===== config.mk =====
export PLATFORM = sky130hd
export DESIGN_NAME = pcpm_out_queue
export DESIGN_NICKNAME = d
export VERILOG_FILES = /design/src/sv/pcpm_pkg.sv /design/src/sv/pcpm_out_queue.sv
export SDC_FILE = /design/constraint.sdc
export NUM_CORES = 1
export LEC_CHECK = 0
export ABC_AREA = 1
export BUFFER_PORTS_ARGS = -buffer_cell sky130_fd_sc_hd__clkbuf_2
export CAP_MARGIN = 20
export CORE_MARGIN = 2
export CORE_UTILIZATION = 35
export DETAILED_ROUTE_END_ITERATION = 8
export SETUP_SLACK_MARGIN = 0.15
export SLEW_MARGIN = 20
export SYNTH_ARGS = -nofsm -noshare
export SYNTH_HDL_FRONTEND = slang
export SYNTH_SLANG_ARGS = --single-unit

===== constraint.sdc =====
create_clock -name clk -period 1.7 [get_ports clk]
set_input_delay 0.17 -clock clk [delete_from_list [all_inputs] [get_ports clk]]
set_output_delay 0.17 -clock clk [all_outputs]
set_load 0.01 [all_outputs]

===== src/sv/pcpm_pkg.sv =====
// Shared sizes, codes and interface types of the packet merger core.
// Depends on nothing; every module file refers to it by scoped names.
package pcpm_pkg;

	localparam int CHANNELS         = 4;
	localparam int LEDS_PER_CHANNEL = 682;
	localparam int SLICE_BYTES      = LEDS_PER_CHANNEL * 3;
	localparam int STORE_BYTES      = CHANNELS * SLICE_BYTES;
	localparam int ADDR_W           = $clog2(STORE_BYTES);
	localparam int WADDR_W          = 24;
	localparam int IDX_W            = 13;
	localparam int HDR_BYTES        = 4;
	localparam logic [15:0] FRAME_SIZE16 = 16'(STORE_BYTES & 32'h0000_FFFF);

	localparam logic [7:0] CMD_SET_PIXELS = 8'd0;

	localparam int HP_W = 3;
	localparam logic [HP_W-1:0] HP_CHAN    = 3'd0;
	localparam logic [HP_W-1:0] HP_CMD     = 3'd1;
	localparam logic [HP_W-1:0] HP_LEN_HI  = 3'd2;
	localparam logic [HP_W-1:0] HP_LEN_LO  = 3'd3;
	localparam logic [HP_W-1:0] HP_PAYLOAD = 3'd4;

	localparam int QDEPTH = 4;
	localparam int QPTR_W = $clog2(QDEPTH);
	localparam int QCNT_W = $clog2(QDEPTH + 1);

	typedef enum logic [1:0] {
		MODE_STREAM = 2'd0,
		MODE_READ   = 2'd1,
		MODE_CLEAR  = 2'd2
	} mode_t;

	typedef enum logic [2:0] {
		EV_NONE     = 3'd0,
		EV_STORED   = 3'd1,
		EV_BAD_CHAN = 3'd2,
		EV_BAD_LEN  = 3'd3,
		EV_BAD_CMD  = 3'd4
	} event_t;

	typedef struct packed {
		logic              en;
		logic [ADDR_W-1:0] addr;
		logic [7:0]        data;
	} wr_req_t;

	typedef struct packed {
		logic              en;
		logic [ADDR_W-1:0] addr;
	} rd_req_t;

	typedef struct packed {
		logic [7:0] read_data;
		logic       frame_dirty;
		logic [2:0] packet_event;
	} result_t;

endpackage


===== src/sv/pcpm_out_queue.sv =====
// Four-entry result queue that decouples the output handshake from the
// pipeline. Depends on pcpm_pkg.
module pcpm_out_queue (
	input  logic                        clk,
	input  logic                        arst_n,
	input  logic                        push,
	input  pcpm_pkg::result_t           push_data,
	output logic                        out_valid,
	input  logic                        out_ready,
	output pcpm_pkg::result_t           head,
	output logic [pcpm_pkg::QCNT_W-1:0] count
);

	pcpm_pkg::result_t                 entry_q [pcpm_pkg::QDEPTH];
	logic [pcpm_pkg::QPTR_W-1:0]       wr_ptr_q;
	logic [pcpm_pkg::QPTR_W-1:0]       rd_ptr_q;
	logic [pcpm_pkg::QCNT_W-1:0]       count_q;
	logic                              pop;

	assign out_valid = count_q != '0;
	assign pop       = out_valid && out_ready;
	assign head      = entry_q[rd_ptr_q];
	assign count     = count_q;

	always_ff @(posedge clk or negedge arst_n) begin
		if (!arst_n) begin
			wr_ptr_q <= '0;
			rd_ptr_q <= '0;
			count_q  <= '0;
		end else begin
			if (push) begin
				wr_ptr_q <= wr_ptr_q + 1'b1;
			end
			if (pop) begin
				rd_ptr_q <= rd_ptr_q + 1'b1;
			end
			if (push && !pop) begin
				count_q <= count_q + 1'b1;
			end else if (pop && !push) begin
				count_q <= count_q - 1'b1;
			end
		end
	end

	always_ff @(posedge clk) begin
		if (push) begin
			entry_q[wr_ptr_q] <= push_data;
		end
	end

endmodule


## Yosys cells after proc, flatten, opt, wreduce, memory -nomap -nowiden

Memories as Yosys holds them, arrays and structs flattened.
Cells that the tools add are included.

- Flip-flop bits (word level): 7
- RAM bits: 48
- Input bits: 16
- Output and inout bits: 16
- Logic and storage cells: 19
- Memories: 1

- Add/sub/neg operators: 4
- Mux-type cells: 4
- Reduce and logical (&&, ||, !) cells: 7

Memories:

| name | depth | width | rd ports | clocked after memory_dff | write ports | RTL line | RTL |
|---|---|---|---|---|---|---|---|
| entry_q | 4 | 12 | 1 | 0 | 1 | pcpm_out_queue.sv:14 | `pcpm_pkg::result_t entry_q [pcpm_pkg::QDEPTH];` |

Operators by type and width:

| operator | count |
|---|---|
| $mux W3 | 2 |
| $add A2 B1 Y2 const B | 2 |
| $add A3 B1 Y3 const B | 1 |
| $logic_and A1 B1 Y1 | 3 |
| $reduce_bool A3 Y1 | 1 |
| $sub A3 B1 Y3 const B | 1 |
| $logic_not A1 Y1 | 2 |
| $mux W1 | 2 |
| $reduce_bool A2 Y1 | 1 |

## Depth between registers and ports, before layout

Gate-level depths: netlist of the first run.

- Depth in word-level cells: 5
- Gate-level depth with buffers: 11
- Mapped depth without buffers: 11

## Least setup slack after synthesis of the first run

OpenSTA, ideal clock, no wires.

- Path kind: register to register
- From: reg count_q, in the netlist count[0]
- To: reg count_q, in the netlist count[2]
- Library setup time: 0.117 ns
- Data arrival time: 1.624 ns
- Data required time: 1.583 ns
- Slack: -0.041 ns
- Stages on the path, launching flop included: 11
- Buffers on the path: 0
- Period minus slack after synthesis: 1.741 ns
- Cells stage by stage: dfrtp_1 nor2_1 nand2_1 nand2_1 ha_1 inv_1 fa_1 nand2_1 nand3_1 nand2_1 nand2_1

- Word-level cells in the longest chain between the ends: 5
- Elaborated cells on any way between the ends: 10
- Classes of those cells: 2 x add/sub; 2 x mux; 6 x reduce/logical

RTL lines:

| item | RTL line | RTL |
|---|---|---|
| start: declaration | pcpm_out_queue.sv:17 | `logic [pcpm_pkg::QCNT_W-1:0] count_q;` |
| start signal: assignment | pcpm_out_queue.sv:38 | `count_q <= count_q + 1'b1;` |
| start signal: assignment | pcpm_out_queue.sv:40 | `count_q <= count_q - 1'b1;` |
| $reduce_bool A3 Y1 * | pcpm_out_queue.sv:20 | `assign out_valid = count_q != '0;` |
| named net out_valid | pcpm_out_queue.sv:8 | `output logic out_valid,` |
| $logic_and A1 B1 Y1 * | pcpm_out_queue.sv:21 | `assign pop = out_valid && out_ready;` |
| $logic_not A1 Y1 | pcpm_out_queue.sv:37 | `if (push && !pop) begin` |
| $logic_and A1 B1 Y1 | pcpm_out_queue.sv:37 |  |
| $mux W3 / $reduce_bool A2 Y1 (equally long branches) | - |  |

The timed path passes the listed nets; every way through them passes the cells marked *. The select of a mux whose other input is x is not followed.
A chain may end at the register's enable or synchronous reset.

## Worst setup path in the final report of the first run

- From: reg count_q, in the netlist count[1]
- To: reg count_q, in the netlist count[2]

- Word-level cells in the longest chain between the ends: 5
- Elaborated cells on any way between the ends: 10
- Classes of those cells: 2 x add/sub; 2 x mux; 6 x reduce/logical

RTL lines:

| item |
|---|
| parallel branches: the longest is 5 deep, another holds $sub A3 B1 Y3 |

Parallel ways; which one is timed is not known. The select of a mux whose other input is x is not followed.

==> metrics.md, run 1 <==
| Metric | Value |
|---|---|
| CP max stage cell | dfrtp_2 |
| Wire length on met2 | 2102 um |
| Hpwl dp | 2666 um |
| CP Max Fanout | 2 |
| Syn_area_per_cell | 12.24 um2 |
| Fill count | 619 |
| Clock Skews | 0.009563 ns |
| Required @ worst endpoint | 1.90 ns |
| Final Cycle Share | 91.88% |
| Net Count, Synth | 216 |
| # H-tree levels | 2 |
| Relative slew slack | 85.40% |
| Ports | 32 |
| Final wirelength | 4109 um |
| Gpl congestion | 0.6565 |
| Share of cells above drive strength 1 | 32.51% |
| Metal3 WL | 155 um |
| Vias in the first global route | 1452 |
| DRT iter0 DRCs | 53 |
| Tot GR Track Use | 12.10% |
| VDD IR max | 0.8673 mV |
| CTS Root Cell | clkbuf_8 |
| Highest clock rate | 640.2 MHz |
| Critical Path End Type | flop |
| Antenna cell count | 0 |
| Final Critical Period | 1.562 ns |
| Core Area | 6681 um2 |
| Post-route DRC | 0 |
| Synth unique cells | 20 |
| Final worst slack | 0.1380 ns |
| Total number of vias | 1450 |
| TritonCTS Buffers | 5 |
| Min-Delay Path Class | in -> reg |
| Worst Tran Pin Value | 0.2190 ns |
| Cell Area, Synth | 2375 um2 |
| DR WL/cell | 12.72 um |
| Placement Rows | 30 |
| P_leak | 1.292 nW |
| First-pass DRT Iterations | 4 |
| Startpoint types | flop |
| Pwr dens | 1671 nW/um2 |
| Clk_lat worst skew | 0.30 ns |
| Worst-path cell chain | nor2_2 -> nand2_2 -> nand2_2 -> ha_4 -> inv_4 -> fa_2 -> inv_1 -> nand2_1 -> nand4_1 -> nand2_1 |
| Final setup viols | 0 |
| Die span in x | 86.37 um |
| Congestion Overflow GR | 0 |
| Clk slew on worst S/H paths | 0.10 ns |
| Final antenna-violating net count | 0 |
| Crit path DAT | 1.77 ns |
| Commonest non-fill, non-tap cell in the layout | nand2_1 |
| Met1 WL | 1808 um |
| Die area | 7460 um2 |
| Most frequent cells in the layout | 53 x nand2_1, 48 x edfxtp_1, 31 x clkbuf_2, 30 x inv_1, 15 x o211ai_1 |
| CTS tree | done |
| Final Hold Fails | 0 |
| Status | finished clean |
| Synthesis warning total | 0 |
| FF+latch count, synth | 55 |
| Initial antenna violation count | 0 |
| Reg2reg setup slack | 0.14 ns |
| Syn-to-layout area delta | 23.76% |
| First-pass GRT wire length | 6782 um |
| Count of pins over their slew limit | 0 |
| Initial Utilization | 35.54% |
| Highest metal used | met4 |
| Post-place setup slack | 0.07579 ns |
| CP peak stage delay | 0.42 ns |
| Die Y | 86.37 um |
| Synth Instances | 194 |
| Clock sinks | 55 |
| Setup TNS | 0 ns |
| Setup CP Type | reg -> reg |
| Routed vias/inst | 4.489 |
| Port bufs | 31 |
| Max_cap viols | 0 |
| Nets | 264 |
| Clk buf depth | 2 |
| Largest net degree at the start of global routing | 19 |
| Unrepaired setup endpoints after global routing | yes |
| Post-synthesis sequential area ratio | 68.07% |
==> metal layers <==
metal  global-route usage, %  up-vias
li1                        -      742
met4                   4.261        0
met5                       0        -
met2                   20.42       25
met3                   2.381        4
met1                   15.58      679
==> final timing paths <==
path                               from             to  cells after the start
setup / recovery               count[1]       count[2]                     10
hold / removal             push_data[7]  entry_q[0][7]                      1
setup reg to reg               count[1]       count[2]                     10
hold reg to reg                count[2]       count[2]                      2
max in group asynchronous        arst_n       count[0]                      2
min in group asynchronous        arst_n    wr_ptr_q[0]                      2
==> layout make-up <==
cell class | instances | area [um2] | area share (%)
sequential | 55 | 1619 | 55.09
clock inverter | 3 | 46.29 | 1.575
multi-input combinational | 94 | 590.6 | 20.09
clock buffer | 5 | 68.82 | 2.341
tap | 80 | 100.1 | 3.406
timing repair buffer | 49 | 367.9 | 12.52
inverter | 37 | 146.4 | 4.981
==> synthesized netlist by cell type <==
cell type   n  area, um2
clkbuf_1    1      3.750
edfxtp_1   48       1441
inv_1      31      116.4
buf_6       2      22.52
o211ai_2    9      112.6
xor2_1      1      8.760
clkinv_1    1      3.750
xnor2_1     1      8.760
nand3_1     3      15.01
fa_1        1      20.02
inv_2       5      18.77
o21ai_1     1      5.000
buf_4       1      7.510
nand2_1    56      210.2
dfrtp_1     7      175.2
nand4_1     1      6.260
o211ai_1   15      112.6
nor2_1      1      3.750
ha_1        5      62.56
buf_2       4      20.02
==> timing repair <==
action | in CTS | in global routing
buffers inserted | 4 | 2
hold buffers | 1 | 0
endpoints found under the hold margin | 7 | 0
endpoints found under the setup margin | 8 | 14
pin swaps | 2 | 4
cloned | 1 | 1
resized for setup | 6 | 2
==> metrics by stage <==
stage / hold WS [ns] / util [%] / power, mW / instances / instance area (um2)
detailed placement: 0.01829 / 40.32 / 3.811 / 306 / 2694
floorplan: -0.1256 / - / 3.177 / 194 / 2400
global route: 0.07473 / 43.99 / 5.266 / 323 / 2939
finish: 0.08026 / 43.99 / 4.911 / 323 / 2939
global placement: 0.01788 / 40.32 / 3.784 / 306 / 2694
CTS: 0.07617 / 43.31 / 4.882 / 320 / 2894
==> flip-flops by register name, summed over array words and instances, names as in the netlist <==
name / cells
entry_q: 48
count: 3
rd_ptr_q: 2
wr_ptr_q: 2
==> worst max-delay path, delay by kind of cell, from the launching register on <==
family                   cells  cell delay (ns)
adder cells (fa/ha/maj)      2             0.49
buffers and inverters        2             0.10
flip-flops                   1             0.42
AND/OR/NAND/NOR              6             0.45
==> kinds of logic after synthesis <==
family | share of synthesized area [%]
simple gates | 9.905
flops | 68.07
buf+inv | 8.114
compound gates | 9.694
fa+ha+maj | 3.477
xor+xnor | 0.7378
==> power breakdown <==
| group | internal, mW | leakage, nW | total (mW) | switching, mW |
|---|---|---|---|---|
| registers | 1.80 | 0.523 | 1.92 | 0.123 |
| clock network | 0.444 | 0.0548 | 0.854 | 0.410 |
| logic | 0.939 | 0.714 | 2.14 | 1.20 |
No activity file was read; power rests on OpenSTA's default activity.
==> run 2: changes to the inputs <==
==> constraint.sdc (replaced) <==
create_clock -name clk -period 1.97 [get_ports clk]
set_input_delay 0.197 -clock clk [delete_from_list [all_inputs] [get_ports clk]]
set_output_delay 0.197 -clock clk [all_outputs]
set_load 0.01 [all_outputs]
==> metrics.md, run 2 (same netlist as run 1, synthesis figures left out) <==
| Metric | Value |
|---|---|
| Critical Path End Type | flop |
| VDD IR max | 0.5894 mV (-32%) |
| CP Max Fanout | 5 (+3) |
| Clk_lat worst skew | 0.30 ns (about the same) |
| P_leak | 1.230 nW (-4.7%) |
| Largest net degree at the start of global routing | 18 (-1) |
| Highest metal used | met4 |
| Min-Delay Path Class | in -> reg |
| Antenna cell count | 0 (unchanged) |
| Relative slew slack | 62.36% (-23 points) |
| Final Cycle Share | 91.20% (-0.68 points) |
| Hpwl dp | 2693 um (+1.0%) |
| Final wirelength | 4025 um (-2.0%) |
| Nets | 253 (-4.2%) |
| Total number of vias | 1387 (-4.3%) |
| Crit path from | count[0] |
| Commonest non-fill, non-tap cell in the layout | nand2_1 |
| Most frequent cells in the layout | 56 x nand2_1, 48 x edfxtp_1, 31 x inv_1, 31 x clkbuf_2, 15 x o211ai_1 |
| First-pass DRT Iterations | 4 (unchanged) |
| Max FFs per register | 48 (unchanged) |
| Reg2Reg Launch Point | count[0] |
| # H-tree levels | 2 (unchanged) |
| Initial Utilization | 35.54% (unchanged) |
| Cell Area, Placed | 2639 um2 (-2.0%) |
| Post-Layout Inst Area | 2791 um2 (-5.0%) |
| DRT iter0 DRCs | 68 (+28%) |
| Post-route DRC | 0 (unchanged) |
| Clk slew on worst S/H paths | 0.09 ns (about the same) |
| Setup CP Type | reg -> reg |
| Core Area | 6681 um2 (unchanged) |
| Highest clock rate | 556.6 MHz (-13%) |
| DR WL/cell | 12.90 um (+1.4%) |
| Clock Skews | 0.003608 ns (-0.005955 ns) |
| Setup TNS | 0 ns (unchanged) |
| Crit path to | count[2] |
| Share of cells above drive strength 1 | 25.00% (-7.5 points) |
| Max_cap viols | 0 (unchanged) |
| Count of pins over their slew limit | 0 (unchanged) |
| Met1 WL | 1688 um (-6.6%) |
| Gpl congestion | 0.7248 (+10%) |
| Worst Tran Pin Value | 0.5639 ns (+0.3450 ns) |
| CTS tree | done |
| Die span in x | 86.37 um (unchanged) |
| Final antenna-violating net count | 0 (unchanged) |
| Wire length on met2 | 2136 um (+1.6%) |
| Crit path DAT | 2.00 ns (+0.23 ns) |
| Vias in the first global route | 1344 (-7.4%) |
| Routed vias/inst | 4.446 (-0.97%) |
| Clock sinks | 55 (unchanged) |
| Clk buf depth | 2 (unchanged) |
| Initial antenna violation count | 0 (unchanged) |
| Placement Rows | 30 (unchanged) |
| Syn-to-layout area delta | 17.54% |
| Reg2reg end | count[2] |
| Congestion Overflow GR | 0 (unchanged) |
| Fill count | 633 (+2.3%) |
| Startpoint types | flop |
| Final worst slack | 0.1734 ns (+0.03540 ns) |
| Tot GR Track Use | 11.55% (-0.55 points) |
| Ports | 32 (unchanged) |
| Die Y | 86.37 um (unchanged) |
| CTS Root Cell | clkbuf_8 |
| Reg2reg setup slack | 0.17 ns (+0.04 ns) |
| First-pass GRT wire length | 6417 um (-5.4%) |
| Final Hold Fails | 0 (unchanged) |
| Worst Reg-to-Reg Cells | 10 (unchanged) |
| Pwr dens | 1461 nW/um2 (-13%) |
| Port bufs | 31 (unchanged) |
| Die area | 7460 um2 (unchanged) |
| TritonCTS Buffers | 5 (unchanged) |
| Metal3 WL | 150 um (-3.2%) |
| Unrepaired setup endpoints after global routing | yes |
| Required @ worst endpoint | 2.18 ns (+0.28 ns) |
| Post-place setup slack | 0.1984 ns (+0.1226 ns) |
| Final setup viols | 0 (unchanged) |
| Status | finished clean |
| Register with the most flip-flops | entry_q |
| Final Critical Period | 1.797 ns (+0.2346 ns) |
==> run 2: how the worst min path moves through the flow <==
stage | slack (ns) | from | to | cells past startpoint
after detailed placement | 0.05 | arst_n | count[0] | 1
after floorplan | -0.1 | arst_n | count[0] | 0
final | 0.10 | push_data[4] | entry_q[1][4] | 1
after global routing | 0.09 | push_data[4] | entry_q[1][4] | 1
after global placement | 0.05 | arst_n | count[0] | 1
after CTS | 0.10 | push_data[4] | entry_q[1][4] | 1
==> run 2: area by class of cell <==
class | instances | area, um2 | area share [%]
Tap cell | 80 | 100.1 | 3.586
Multi-Input combinational cell | 94 | 565.5 | 20.26
Inverter | 37 | 141.4 | 5.065
Sequential cell | 55 | 1617 | 57.91
Clock inverter | 2 | 60.06 | 2.151
Clock buffer | 6 | 72.57 | 2.600
Timing Repair Buffer | 38 | 235.2 | 8.427
==> run 2: critical path, stage by stage, from the launching register on <==
cell and delay (ns):
dfrtp_1 0.43, nor2_1 0.11, nand2_1 0.11, nand2_1 0.10
ha_1 0.17, inv_1 0.07, fa_1 0.38, nand2_1 0.12
nand3_1 0.09, nand2_1 0.07, nand2_1 0.05
==> run 2: report_power, final <==
group | total (mW) | switching, mW | internal (mW)
combinational | 1.55 | 0.954 | 0.601
sequential | 1.66 | 0.116 | 1.55
clock | 0.860 | 0.352 | 0.508
==> run 2: per-stage QoR <==
step           hold WS [ns]  instances  utilization, %  power (mW)
6_report             0.1025        312           41.78       4.078
5_1_grt             0.08893        312           41.78       4.362
4_1_cts              0.1001        311           41.63       4.100
3_5_place_dp        0.04578        302           39.49       3.246
3_3_place_gp        0.04830        302           39.49       3.205
2_1_floorplan      -0.09859        194               -       2.710
==> run 2: timing repair <==
item,in CTS,in global routing
setup buffers,0,1
hold endpoints to repair,7,0
setup endpoints to repair,0,10
hold buffers,1,0
resized for setup,0,2
==> run 2: per-layer routing <==
layer  global-route usage (%)  vias to the layer above
met5                        0                        -
met4                    4.688                        0
met3                    3.714                        5
met2                    21.05                       19
met1                    12.26                      646
li1                         -                      717
