<file path="src/sv/pcpm_pkg.sv">
// Shared sizes, codes and interface types of the packet merger core.
// Depends on nothing; every module file refers to it by scoped names.
package pcpm_pkg;

	localparam int CHANNELS         = 4;
	localparam int LEDS_PER_CHANNEL = 682;
	localparam int SLICE_BYTES      = LEDS_PER_CHANNEL * 3;
	localparam int STORE_BYTES      = CHANNELS * SLICE_BYTES;
	localparam int ADDR_W           = $clog2(STORE_BYTES);
	localparam int WADDR_W          = 24;
	localparam int IDX_W            = 13;
	localparam int HDR_BYTES        = 4;
	localparam logic [15:0] FRAME_SIZE16 = 16'(STORE_BYTES & 32'h0000_FFFF);

	localparam logic [7:0] CMD_SET_PIXELS = 8'd0;

	localparam int HP_W = 3;
	localparam logic [HP_W-1:0] HP_CHAN    = 3'd0;
	localparam logic [HP_W-1:0] HP_CMD     = 3'd1;
	localparam logic [HP_W-1:0] HP_LEN_HI  = 3'd2;
	localparam logic [HP_W-1:0] HP_LEN_LO  = 3'd3;
	localparam logic [HP_W-1:0] HP_PAYLOAD = 3'd4;

	localparam int QDEPTH = 4;
	localparam int QPTR_W = $clog2(QDEPTH);
	localparam int QCNT_W = $clog2(QDEPTH + 1);

	typedef enum logic [1:0] {
		MODE_STREAM = 2'd0,
		MODE_READ   = 2'd1,
		MODE_CLEAR  = 2'd2
	} mode_t;

	typedef enum logic [2:0] {
		EV_NONE     = 3'd0,
		EV_STORED   = 3'd1,
		EV_BAD_CHAN = 3'd2,
		EV_BAD_LEN  = 3'd3,
		EV_BAD_CMD  = 3'd4
	} event_t;

	typedef struct packed {
		logic              en;
		logic [ADDR_W-1:0] addr;
		logic [7:0]        data;
	} wr_req_t;

	typedef struct packed {
		logic              en;
		logic [ADDR_W-1:0] addr;
	} rd_req_t;

	typedef struct packed {
		logic [7:0] read_data;
		logic       frame_dirty;
		logic [2:0] packet_event;
	} result_t;

endpackage

</file>
<file path="src/sv/pcpm_parser.sv">
// Packet header parser, payload write address generation and dirty flag.
// Depends on pcpm_pkg.
module pcpm_parser (
	input  logic              clk,
	input  logic              arst_n,
	input  logic              item_valid,
	input  logic [1:0]        mode,
	input  logic [7:0]        byte_in,
	output pcpm_pkg::wr_req_t wr,
	output logic [2:0]        packet_event,
	output logic              dirty_next
);

	logic [pcpm_pkg::HP_W-1:0] hp_q, hp_n;
	logic [7:0]                chan_q, chan_n;
	logic [7:0]                cmd_q, cmd_n;
	logic [15:0]               len_q, len_n;
	logic [15:0]               pos_q, pos_n;
	logic                      acc_q, acc_n;
	logic                      dirty_q, dirty_n;
	logic [pcpm_pkg::WADDR_W-1:0] addr_full;
	pcpm_pkg::event_t          ev;

	assign addr_full = pcpm_pkg::WADDR_W'(chan_q) * pcpm_pkg::WADDR_W'(pcpm_pkg::SLICE_BYTES)
		+ pcpm_pkg::WADDR_W'(pos_q);

	always_comb begin
		hp_n    = hp_q;
		chan_n  = chan_q;
		cmd_n   = cmd_q;
		len_n   = len_q;
		pos_n   = pos_q;
		acc_n   = acc_q;
		dirty_n = dirty_q;
		ev      = pcpm_pkg::EV_NONE;
		wr.en   = 1'b0;
		wr.addr = addr_full[pcpm_pkg::ADDR_W-1:0];
		wr.data = byte_in;
		if (item_valid) begin
			case (pcpm_pkg::mode_t'(mode))
				pcpm_pkg::MODE_STREAM: begin
					if (hp_q < pcpm_pkg::HP_PAYLOAD) begin
						case (hp_q)
							pcpm_pkg::HP_CHAN:   chan_n = byte_in;
							pcpm_pkg::HP_CMD:    cmd_n = byte_in;
							pcpm_pkg::HP_LEN_HI: len_n = {byte_in, 8'h00};
							default:             len_n = len_q | {8'h00, byte_in};
						endcase
						hp_n = hp_q + 3'd1;
						if (hp_n == pcpm_pkg::HP_PAYLOAD) begin
							pos_n = '0;
							acc_n = 1'b0;
							if (cmd_n != pcpm_pkg::CMD_SET_PIXELS) begin
								ev = pcpm_pkg::EV_BAD_CMD;
							end else if (chan_n >= 8'(pcpm_pkg::CHANNELS)) begin
								ev = pcpm_pkg::EV_BAD_CHAN;
							end else if (len_n > 16'(pcpm_pkg::SLICE_BYTES)) begin
								ev = pcpm_pkg::EV_BAD_LEN;
							end else begin
								acc_n = 1'b1;
							end
							if (len_n == 16'd0) begin
								hp_n = pcpm_pkg::HP_CHAN;
								if (acc_n) begin
									dirty_n = 1'b1;
									ev      = pcpm_pkg::EV_STORED;
								end
								acc_n = 1'b0;
							end
						end
					end else begin
						wr.en = acc_q && (addr_full < pcpm_pkg::WADDR_W'(pcpm_pkg::STORE_BYTES));
						pos_n = pos_q + 16'd1;
						if (pos_n >= len_q) begin
							hp_n = pcpm_pkg::HP_CHAN;
							if (acc_q) begin
								dirty_n = 1'b1;
								ev      = pcpm_pkg::EV_STORED;
							end
							acc_n = 1'b0;
						end
					end
				end
				pcpm_pkg::MODE_CLEAR: dirty_n = 1'b0;
				default: ;
			endcase
		end
	end

	assign packet_event = ev;
	assign dirty_next   = dirty_n;

	always_ff @(posedge clk or negedge arst_n) begin
		if (!arst_n) begin
			hp_q    <= pcpm_pkg::HP_CHAN;
			chan_q  <= '0;
			cmd_q   <= '0;
			len_q   <= '0;
			pos_q   <= '0;
			acc_q   <= 1'b0;
			dirty_q <= 1'b0;
		end else begin
			hp_q    <= hp_n;
			chan_q  <= chan_n;
			cmd_q   <= cmd_n;
			len_q   <= len_n;
			pos_q   <= pos_n;
			acc_q   <= acc_n;
			dirty_q <= dirty_n;
		end
	end

endmodule

</file>
<file path="config.mk">
export PLATFORM = sky130hd
export DESIGN_NAME = pcpm_parser
export DESIGN_NICKNAME = d
export VERILOG_FILES = /design/src/sv/pcpm_pkg.sv /design/src/sv/pcpm_parser.sv
export SDC_FILE = /design/constraint.sdc
export NUM_CORES = 1
export LEC_CHECK = 0
export ABC_CLOCK_PERIOD_IN_PS = 6700
export BUFFER_PORTS_ARGS = -buffer_cell sky130_fd_sc_hd__buf_4
export CELL_PAD_IN_SITES_DETAIL_PLACEMENT = 1
export CELL_PAD_IN_SITES_GLOBAL_PLACEMENT = 1
export CORE_AREA = 2 2 101 141
export DETAILED_ROUTE_END_ITERATION = 7
export DIE_AREA = 0 0 103 143
export PLACE_DENSITY_LB_ADDON = 0.1
export SETUP_SLACK_MARGIN = 0.15
export SLEW_MARGIN = 20
export SYNTH_ARGS = -nofsm -noshare
export SYNTH_HDL_FRONTEND = slang
export SYNTH_SLANG_ARGS = --single-unit
</file>
<file path="constraint.sdc">
create_clock -name clk -period 6.7 [get_ports clk]
set_clock_uncertainty 0.1 [all_clocks]
set_input_delay 0.67 -clock clk [delete_from_list [all_inputs] [get_ports clk]]
set_output_delay 0.67 -clock clk [all_outputs]
set_load 0.02 [all_outputs]
</file>
[Word level (Yosys, flattened, before mapping)]
Index checks and enable logic that the tools add are counted.
Cells by class
  add/sub/neg operators: 3
  multiply operators: 1
  order comparisons: 5
  equal/unequal tests: 5
  mux-type cells: 51
  bitwise operators: 1
  reductions and logical operators: 11
Operators with widths (number)
  16-bit two-way mux: 5
  8-bit two-way mux: 8
  3-bit two-way mux: 11
  16-bit case mux with 2 select lines: 1
  1-bit two-way mux: 23
  19-bit by 16-bit adder with 20-bit output: 1
  20-bit by 13-bit < comparator with 1-bit output, second input constant: 1
  8-bit by 10-bit multiplier with 18-bit output, second input constant: 1
  16-bit by 1-bit adder with 16-bit output, second input constant: 1
  16-bit >= comparator: 1
  16-bit by 11-bit greater-than comparator with 1-bit output, second input constant: 1
  16-bit logical NOT: 1
  16-bit by 8-bit OR with 16-bit output: 1
  3-bit AND reduction: 3
  8-bit by 3-bit >= comparator with 1-bit output, second input constant: 1
  8-bit nonzero test: 1
  2-bit two-way mux: 2
  4-bit AND reduction: 1
  3-bit by 1-bit adder with 3-bit output, second input constant: 1
  3-bit by 1-bit equality test with 1-bit output, second input constant: 1
  3-bit by 2-bit equality test with 1-bit output, second input constant: 1
  3-bit equality test, second input constant: 1
  3-bit logical NOT: 1
  3-bit < comparator, second input constant: 1
  other kinds (7): 7
Word-level totals
  bits in registers: 53
  input port bits: 13
  output and inout bits: 26
  logic and storage cells: 84

[Longest topological paths before layout]
Gate-level depths: netlist of run 1.
  word-level depth: 20
  mapped depth: 25
  depth with buffers taken out: 25

[Least setup slack after synthesis of run 1]
Ideal clock, no wire load.
  path kind: register -> output
  from: register chan_q[5]
  to: output wr[21] (netlist name)
  arrival: 6.293 ns
  required time: 5.930 ns
  path slack: -0.363 ns
  cell stages (with the launch flop): 22
  cell sequence: dfrtp_1 fa_1 fa_1 ha_1 xor2_1 fa_1 inv_1 ha_1 a211oi_2 nor3b_1 or4_4 nand2_2 xnor2_1 ha_1 nor2b_1 a211oi_1 o211ai_1 or3_1 a2111oi_2 nand4_1 or4_1 a221oi_2
RTL lines
  from (decl): line pcpm_parser.sv:15  | logic [7:0] chan_q, chan_n;
  from (signal assigned): line pcpm_parser.sv:104  | chan_q <= chan_n;
  to (decl): line pcpm_parser.sv:9  | output pcpm_pkg::wr_req_t wr,

==> impl_metrics.ini, run 1 <==
[outcome]
status = finished with violations
violations = setup timing

[drt]
drc = 0
wl_um = 16920
drt_iter0_drc = 108
drt-pass1-iter-count = 4
ant_nets = 0
vias_per_cell = 5.549
dr_total_vias = 4972
wl_per_cell_um = 18.89

[synth]
syn_area_um2 = 5672
synth_cell_types = 63
syn_inst = 631
ys.warnings.count = 0
synth_edf_count = 0
synth_nets = 748
avgSynthCellArea_um2 = 8.988
ys_ff_latch = 53
yosysTopAreaCell = dfrtp_1
synth.top_cell.area_share_pct = 23.38
synth_area_leaders = dfrtp_1 23%, ha_1 17%, fa_1 9.2%, inv_1 4.8%, xnor2_1 4.0%
synth-main-ff-cell = dfrtp_1
ys_seq_area_share_pct = 23.38
synthArstFlopShare_pct = 100.0

[die]
boundaryPins = 39
die_x_um = 103
die_h_um = 143
rows = 50
core-area_um2 = 13390
dieArea_um2 = 14730
initial_core_util_pct = 42.36

[clocking]
cts_tree = done
clk_pin_slew_worst_paths_ns = 0.07
cts.sinks = 53
cts-buffers-inserted = 5
cts.htree.levels = 2
clock_latency_ns = 0.29
cts_root_buf = clkbuf_16
hold_buffers = 0
clk_path_buf_depth = 2

[finish]
fill_cells = 1575
area_growth_pct = 23.67
drive_gt1_share_pct = 25.77
insertedDiodeCount = 0
nets = 831
postLayoutCoreUtil_pct = 52.39

[sta]
slew_viol_final = 0
hold_violations = 0
setup_viol = 1
fmax_mhz = 137.0
tightest_slew_ns = 0.8212
period_needed_ns = 7.299
relSlewSlack_pct = 44.83
rsz0062_at_grt = yes
finalCritPeriodShare_pct = 108.9
fin_ws_ns = -0.5993

[power]
leakagePower_nw = 3.626
ir_worst_vdd_uv = 148.4
powerDensity_nw_per_um2 = 106.3

[min_path]
hp-class = input pin to async pin

[critical_path]
cp.arrival_ns = 6.53
cp_max_fo = 4
cp-start-kind = flop
r2r_setup_slack_ns = 3.05
cp-end-kind = primary output
path_class = flop to primary output
reg2reg_depth = 15
crit_required_ns = 5.93

[global_routing]
grt_pass1_vias = 5603
grt_pass1_wl_um = 28060
grt_overflow_total = 0
track_usage_pct = 24.72
antenna_found_initial = 0
grt_max_degree = 54

[place]
io_buffer_count = 38
gp_congestion = 0.8565
dp_hpwl_um = 13790
place_ws_ns = -0.3812

[run]
maxCapViolCount = 0
worst max-delay path, stage by stage (launching register included):
cell and delay, ns:
dfrtp_1 0.40, fa_2 0.63, buf_6 0.12, ha_1 0.22, inv_1 0.08, fa_1 0.45
fa_1 0.55, inv_1 0.07, ha_4 0.26, o21ai_2 0.14, o21bai_2 0.10, buf_4 0.14
or4_4 0.50, nand2_4 0.09, xnor2_2 0.10, ha_1 0.27, nor2b_4 0.14, a211oi_2 0.20
o211ai_1 0.12, or3_4 0.39, a2111oi_4 0.26, nand4_1 0.12, or4_4 0.50, a221oi_4 0.21
buf_6 0.16
cell usage in the layout, fill, tap and decap left out, drive strengths merged, types with 2 or more instances in the layout:
cell | netlist | layout
and2 | 3 | 3
nand2b | 13 | 13
nand2 | 46 | 46
a31o | 2 | 2
fa | 26 | 26
a2111oi | 6 | 6
o21ai | 34 | 34
xnor2 | 26 | 26
o211ai | 3 | 3
nor2b | 8 | 8
and3 | 6 | 6
nor4 | 7 | 7
or3 | 3 | 3
a21oi | 38 | 38
o32ai | 3 | 3
clkbuf | 12 | 7
a211o | 2 | 2
or4 | 5 | 5
o21bai | 4 | 4
a211oi | 6 | 6
o21a | 3 | 3
inv | 73 | 73
nor3 | 11 | 11
buf | 11 | 99
nand3 | 16 | 16
a22o | 10 | 10
mux2 | 15 | 15
a21boi | 3 | 3
mux2i | 6 | 6
dfrtp | 53 | 53
ha | 78 | 78
a31oi | 4 | 4
nand4 | 8 | 8
o22ai | 3 | 3
xor2 | 16 | 16
a21o | 16 | 16
nor2 | 35 | 35
logic make-up after synthesis:
| logic type | count (synthesis) | share of synthesized area, % |
|---|---|---|
| and+or+nand+nor | 166 | 14.74 |
| AOI/OAI and AO/OA | 149 | 17.94 |
| adders and majority gates | 104 | 26.38 |
| buffers and inverters | 96 | 7.037 |
| DFF | 53 | 23.38 |
| xor gates and xnor gates | 42 | 6.486 |
| muxes | 21 | 4.037 |
report_power, final:
group          total [mW]  switching (mW)  internal (mW)
clock               0.260           0.113          0.147
combinational       0.133          0.0758         0.0575
sequential          0.352          0.0220          0.330
total               0.746           0.211          0.535
layer usage:
metal | part of all wire [%] | vias to the layer above | track usage, %
met3 | 1.6 | 44 | 1.664
met4 | 3.6 | 0 | 9.765
met2 | 56 | 87 | 48.53
met1 | 39 | 2475 | 26.51
met5 | 0 | - | 0
li1 | - | 2366 | -
through the flow:
step,cells,power (mW),hold WS [ns],cell area (um^2),setup TNS (ns)
floorplan,631,0.4384,0.2744,5803,-0.09270
global placement,884,0.4891,0.3680,6611,-0.2779
detailed placement,884,0.4945,0.3956,6611,-0.3812
CTS,896,0.7576,0.3517,6917,-0.6132
global route,896,0.7860,0.3684,7014,-0.8796
finish,896,0.7459,0.3055,7014,-0.5993
worst paths after layout:
kind,from,end
hold reg to reg,cmd_q[6],cmd_q[6]
min in group clk,cmd_q[6],cmd_q[6]
hold / removal,arst_n,dirty_q
setup / recovery,chan_q[4],wr[21]
setup reg to reg,pos_q[0],acc_q
max in group asynchronous,arst_n,chan_q[6]
synth_stat cells, drive strengths merged, types with 12 or more instances:
| cell type | number |
|---|---|
| ha | 78 |
| mux2 | 15 |
| nand2b | 13 |
| a21oi | 38 |
| inv | 73 |
| clkbuf | 12 |
| dfrtp | 53 |
| nand3 | 16 |
| a21o | 16 |
| xor2 | 16 |
| xnor2 | 26 |
| o21ai | 34 |
| fa | 26 |
| nand2 | 46 |
| nor2 | 35 |
what timing repair did:
item | in CTS | in global routing
setup buffers | 5 | 0
endpoints found under the setup margin | 2 | 2
resized for setup | 26 | 16
gates cloned | 0 | 0
pin swaps | 33 | 3
cell type report:
cell class                      count  area, um^2  area share (%)
Clock buffer                        7       142.6           2.034
Inverter                           73       274.0           3.907
Multi-Input combinational cell    482        4290           61.17
Sequential cell                    53        1329           18.94
Tap cell                          182       227.7           3.247
Timing Repair Buffer               99       750.7           10.70
flip-flops by register name, summed over array words and instances (netlist names):
register and flops:
chan_q 8, dirty_q 1, pos_q 16, acc_q 1, hp_q 3, cmd_q 8
len_q 16
Note: power is estimated with default switching activity, not from simulation.
==> run 2, diff against run 1 <==
==> constraint.sdc (replaced) <==
create_clock -name clk -period 6.7 [get_ports clk]
set_clock_uncertainty 0.1 [all_clocks]
set_input_delay 0.335 -clock clk [delete_from_list [all_inputs] [get_ports clk]]
set_output_delay 0.335 -clock clk [all_outputs]
set_load 0.02 [all_outputs]
==> impl_metrics.ini, run 2 (synthesis results as in run 1) <==
[outcome]
status = finished with violations
violations = hold timing, setup timing

[place]
placed_area_um2 = 6243
gp_congestion = 0.8938
io_buffer_count = 38
dp_hpwl_um = 13250
place_ws_ns = -0.2289

[die]
initial_core_util_pct = 42.36
rows = 50
die_h_um = 143
core-area_um2 = 13390
die_x_um = 103
boundaryPins = 39
dieArea_um2 = 14730

[power]
powerDensity_nw_per_um2 = 110.5
leakagePower_nw = 3.423
switching_share_pct = 28.88
p_seq_share_pct = 47.4
p_clk_share_pct = 34.1
power_switching_uw = 213.2
combPwrFrac_pct = 18.5
p_int_uw = 525.0
ir_worst_vdd_uv = 114.0

[clocking]
cts.htree.levels = 2
clk_pin_slew_worst_paths_ns = 0.07
clk_path_buf_depth = 2
clock_latency_ns = 0.29
cts-buffers-inserted = 5
cts_root_buf = clkbuf_16
cts_tree = done
hold_buffers = 0
cts.sinks = 53

[sta]
finalCritPeriodShare_pct = 105.7
hold_violations = 17
setup_tns_ns = -0.3841
whs_ns = -0.03074
fin_ws_ns = -0.3841
slew_viol_final = 0
period_needed_ns = 7.084
rsz0062_at_grt = yes
fmax_mhz = 141.2
tightest_slew_ns = 0.8226
setup_viol = 1
relSlewSlack_pct = 45.16

[critical_path]
cp_max_fo = 4
path_cells = fa_2 -> fa_2 -> inv_2 -> fa_1 -> inv_1 -> fa_1 -> ha_4 -> a211oi_4 -> o21ai_1 -> o221ai_2 -> nand2b_4 -> nand2b_4 -> a21oi_4 -> xnor2_2 -> ha_1 -> nor2b_1 -> o22ai_1 -> o211ai_1 -> or3_4 -> a2111oi_4 -> nand4_1 -> or4_4 -> a221oi_4 -> buf_6
cp-start-kind = flop
cpPeakStageDelay_ns = 0.66
cp.arrival_ns = 6.65
crit_required_ns = 6.26
path_delay_family = adder cells
crit_buf_inv = 3
cp-end-kind = primary output
path_class = flop to primary output
slowest_stage = fa_2

[global_routing]
antenna_found_initial = 1
grt_pass1_vias = 5391
grt_pass1_wl_um = 27010
grt_max_degree = 54
grt_overflow_total = 0
track_usage_pct = 23.68

[finish]
layout_commonest_cell = inv_1
final_cell_mix = 70 x inv_1, 68 x ha_1, 62 x buf_4
drive_gt1_share_pct = 20.03
area_growth_pct = 17.76
postLayoutCoreUtil_pct = 49.89
nets = 796
reg_top3 = len_q: 16 flops, pos_q: 16 flops
design_area_um2 = 6679

[min_path]
hp-class = input pin to async pin

[drt]
wl_per_cell_um = 19.44
drt-pass1-iter-count = 4
dr_total_vias = 4854
ant_nets = 0
drt_iter0_drc = 127
drc = 0
wl_um = 16750
vias_per_cell = 5.631

[run]
maxCapViolCount = 0
==> run 2: changes by cell type in the layout (fill, tap and decap cells not counted), moves of 2 or more <==
cell / previous run / this run
o21ai_2: 3 / 1
inv_1: 68 / 70
inv_2: 5 / 3
buf_4: 97 / 62
==> run 2: worst paths after layout <==
path / to / depth (start not counted) / slack (ns) / start
hold / removal: cmd_q[3] / 1 / -0.03 / arst_n
setup / recovery: wr[21] / 24 / -0.38 / chan_q[7]
max in group asynchronous: chan_q[7] / 1 / 6.03 / arst_n
hold reg to reg: cmd_q[0] / 2 / 0.39 / cmd_q[0]
min in group clk: len_q[14] / 3 / 0.24 / byte_in[6]
setup reg to reg: acc_q / 14 / 3.05 / pos_q[0]
==> run 2: layer usage <==
layer | up-vias | track usage [%] | routed length, um
li1 | 2301 | - | -
met1 | 2438 | 26.18 | 6467
met2 | 77 | 45.45 | 9352
met3 | 38 | 1.860 | 307
met4 | 0 | 9.349 | 627
met5 | - | 0 | 0
==> run 2: power groups by stage <==
stage / Clock (mW) / Combinational (mW) / Sequential, mW
after global routing: 0.268 / 0.154 / 0.353
after global placement: 0 / 0.131 / 0.355
after floorplan: 0 / 0.0882 / 0.350
after CTS: 0.260 / 0.139 / 0.350
final: 0.251 / 0.137 / 0.350
after detailed placement: 0 / 0.138 / 0.356
==> run 2: timing repair <==
action | 4_1_cts | 5_1_grt
cloned | 0 | 0
resized for setup | 23 | 17
setup buffers | 5 | 3
endpoints found under the setup margin | 1 | 1
pin swaps | 20 | 13
==> run 2: cell type report <==
cell class | count | area, um^2
fill | 1600 | 6709
inverter | 73 | 274.0
antenna | 1 | 2.502
multi-input combinational | 482 | 4225
sequential | 53 | 1328
clock buffer | 6 | 128.9
tap | 182 | 227.7
timing repair buffer | 64 | 488.0
clock inverter | 1 | 5.005
==> run 2: through the flow <==
step	total power, mW	cells
2_1_floorplan	0.4384	631
3_3_place_gp	0.4856	846
3_5_place_dp	0.4946	846
4_1_cts	0.7499	858
5_1_grt	0.7752	861
6_report	0.7382	862
